$ cat src/hdl/spl_ram.sv
// ----------------------------------------------------------------------------
// spl_ram
// Generic single-port-write, single-port-read RAM with registered read.
// ----------------------------------------------------------------------------
module spl_ram #(
    parameter int WIDTH = 8,
    parameter int DEPTH = 16
) (
    input  logic                     i_clk,
    input  logic                     i_we,
    input  logic [$clog2(DEPTH)-1:0] i_waddr,
    input  logic [WIDTH-1:0]         i_wdata,
    input  logic [$clog2(DEPTH)-1:0] i_raddr,
    output logic [WIDTH-1:0]         o_rdata
);
    logic [WIDTH-1:0] r_mem [DEPTH];

    always_ff @(posedge i_clk) begin
        if (i_we) begin
            r_mem[i_waddr] <= i_wdata;
        end
        o_rdata <= r_mem[i_raddr];
    end
endmodule

$ cat config.mk
export PLATFORM = sky130hd
export DESIGN_NAME = spl_ram
export DESIGN_NICKNAME = d
export VERILOG_FILES = /design/src/hdl/spl_ram.sv
export SDC_FILE = /design/constraint.sdc
export NUM_CORES = 1
export LEC_CHECK = 0
export BUFFER_PORTS_ARGS = -buffer_cell sky130_fd_sc_hd__clkbuf_2
export CAP_MARGIN = 20
export CORE_MARGIN = 4
export CORE_UTILIZATION = 25
export DETAILED_ROUTE_END_ITERATION = 6
export PLACE_DENSITY = 0.49
export SYNTH_ARGS = -nofsm -noshare
export SYNTH_HDL_FRONTEND = slang
export SYNTH_SLANG_ARGS = --single-unit
$ cat constraint.sdc
create_clock -name i_clk -period 1.9 [get_ports i_clk]
set_clock_uncertainty 0.1 [all_clocks]
set_input_delay 0.19 -clock i_clk [delete_from_list [all_inputs] [get_ports i_clk]]
set_output_delay 0.19 -clock i_clk [all_outputs]
set_load 0.005 [all_outputs]
==> summary.txt <==
Worst setup path
  – Worst Path Required: 2.09 ns
  – Setup crit end kind: flop
  – CP Max Fanout: 1
  – CP arrival: 1.62 ns
  – Reg2reg setup slack: 0.46 ns
  – Startpoint Class: flop
  – CP Class: flop to flop

Clock tree
  – H-tree depth: 4
  – TritonCTS clock tree: built
  – Setup Fix Bufs, Post-CTS: 0
  – Later-pin clock latency in the skew report: 0.41 ns
  – Num CTS Buffers: 17
  – Post_cts resized: 0
  – Hold_buf cts: 0
  – Root buf cell: clkbuf_16
  – Clock Tree Buf Depth: 2
  – Clock sinks: 136
  – Clock transition at the registers of the reported paths: 0.05 ns

STA
  – Period utilisation layout: 0.7556
  – Relative slew slack: 0.4620
  – Worst-margin pin slew: 0.8054 ns
  – Min Tclk post-route: 1.436 ns
  – RSZ-0062 raised after global routing: no
  – F_max: 0.6965 GHz
  – Hold Vio Cnt, Final: 0
  – Hold_ws: 0.1118 ns
  – Pins Over Slew Limit: 0
  – Setup-failing EPs final: 0
  – Final WS setup: 0.4643 ns
  – TNS Setup: 0 ns

Logic synthesis
  – Most frequent cells after synthesis: 128 x edfxtp_1, 18 x mux4_2, 16 x a22oi_1
  – Ranking of synthesized cells by area: edfxtp_1 75%, mux4_2 7.9%, mux4_1 7.1%
  – Syn Std Cell Area: 5147 um2
  – FF+latch count, synth: 136
  – Area leader, netlist: edfxtp_1
  – Seq/Total Area, Yosys: 0.7778
  – Yosys warnings: 0
  – EDFF count, synth: 128
  – Avg Inst Size Synth: 22.48 um2
  – Syn_nets: 247
  – Async set or reset register ratio after synthesis: 0
  – Netlist cell types: 19
  – Syn Inst Count: 229
  – Top cell type's share of synthesized area: 0.7467
  – Main flop type after synthesis: edfxtp_1
  – Most frequent cell after synthesis: edfxtp_1

Min path
  – Min-Delay Path Class: primary input to flop

Placed design
  – Gpl congestion: 0.7548
  – DP Wirelength: 7037 um
  – Worst slack, placed: 0.1317 ns
  – Dpl cell area: 5727 um2
  – IO buf count: 25

Route
  – DRT antenna net count: 0
  – WL per Instance: 18.29 um
  – Drt total wl: 10,390 um
  – Drt drc: 0
  – DR vias: 2,428
  – First-pass detailed-route iteration total: 4
  – Drt via density: 4.275
  – DR iter-0 viols: 211

Floorplanning
  – Ports: 26
  – Die Ht: 151.5 um
  – Rows: 52
  – Die Wd: 151.5 um
  – Die area: 22,950 um2
  – Starting Density: 0.2544
  – Core region area: 20,230 um2

Global route
  – GR Overflow Total: 0
  – Vias in the first global route: 2,620
  – Met1 GRT Util: 0.1357
  – Busiest grt layer: met2
  – Met3 Use GR: 0.02974
  – Initial antenna violation count: 0
  – Largest net degree at the start of global routing: 19
  – Met2 Use GR: 0.1514
  – Total global-route track usage: 0.09918
  – First-pass GRT wire length: 16,060 um

Run
  – MaxCap Viol Count: 0

Power
  – PD cells: 1072 nW/um2
  – Clock power share: 0.451
  – Pint: 5435 uW
  – Max IR drop VDD: 0.6386 mV
  – Sequential power share: 0.502
  – Leakage: 0.002097 uW
  – Sw Ratio: 0.1926
  – Switching Power: 1296 uW
  – Comb pwr share: 0.047

Final layout
  – Final core utilization: 0.3102
  – Proportion of layout cells with a drive suffix above 1: 0.3020
  – Nets: 303
  – Design area: 6277 um2
  – Antenna fix cells: 0
  – Layout area overhead: 21.95%

Outcome
  – Status: finished clean
[through the flow]
step | total power, uW | instances
floorplan | 3603 | 229
global placement | 3762 | 536
detailed placement | 3769 | 536
CTS | 6812 | 568
global route | 6985 | 568
finish | 6731 | 568
[critical path, cell delays in order, from the launching register on]
cell and delay [ns]:
edfxtp_1 0.36, mux4_1 0.50, a22oi_1 0.27, nand2_1 0.08
[power by group through the flow]
stage | Sequential, uW | Clock [uW] | Combinational [uW]
after floorplan | 3430 | 0 | 170
after detailed placement | 3440 | 0 | 326
after CTS | 3380 | 3100 | 327
final | 3380 | 3030 | 316
after global routing | 3390 | 3250 | 352
after global placement | 3440 | 0 | 321
[cell usage in the layout (no fill, tap or decap)]
master / synthesis / layout
edfxtp_1: 128 / 128
clkbuf_2: 0 / 25
buf_4: 1 / 19
mux4_2: 18 / 18
clkbuf_16: 0 / 17
a22oi_1: 16 / 16
mux4_1: 14 / 14
nor2_1: 13 / 13
nand2_1: 9 / 9
clkbuf_1: 0 / 8
dfxtp_1: 8 / 8
nor3_1: 4 / 4
clkbuf_8: 0 / 4
buf_12: 0 / 3
nand3b_1: 2 / 2
nand2b_1: 2 / 2
clkinv_2: 0 / 2
nor2b_1: 1 / 1
and2_1: 1 / 1
and2b_1: 1 / 1
nand3_1: 1 / 1
or3b_2: 1 / 1
bufinv_16: 0 / 1
[final cells by class]
| class | instances | area, um2 |
|---|---|---|
| fillers | 1957 | 13960 |
| flip-flops and latches | 136 | 4004 |
| multi-input cells | 83 | 1057 |
| clock buffers | 29 | 510.5 |
| well taps | 270 | 337.8 |
| repair buffers | 47 | 327.8 |
| clock inverters | 3 | 40.04 |
[cells by family after synthesis]
logic type	count (synthesis)	synth area share
AO/OA/AOI/OAI	16	0.02334
buffers and inverters	10	0.01677
flip-flops	136	0.7778
multiplexers	32	0.1502
AND/OR/NAND/NOR	35	0.03184
[state kept, by name (all words and copies together) (netlist names)]
| signal | flops |
|---|---|
| r_mem | 128 |
| o_rdata | 8 |
[worst paths after layout]
path / from / depth (start not counted) / end
worst max-delay path: r_mem[1][3]$_DFFE_PP_ / 3 / o_rdata[3]$_DFF_P_
worst min-delay path: i_wdata[2] / 1 / r_mem[9][2]$_DFFE_PP_
worst min register to register: r_mem[15][3]$_DFFE_PP_ / 3 / o_rdata[3]$_DFF_P_
worst max register to register: r_mem[1][3]$_DFFE_PP_ / 3 / o_rdata[3]$_DFF_P_
[per-layer routing]
layer	vias up	routed length [um]
li1	1090	-
met1	1271	4822
met2	59	4990
met3	8	483
met4	0	94
met5	-	0
Power figures use the tool's default switching activity.
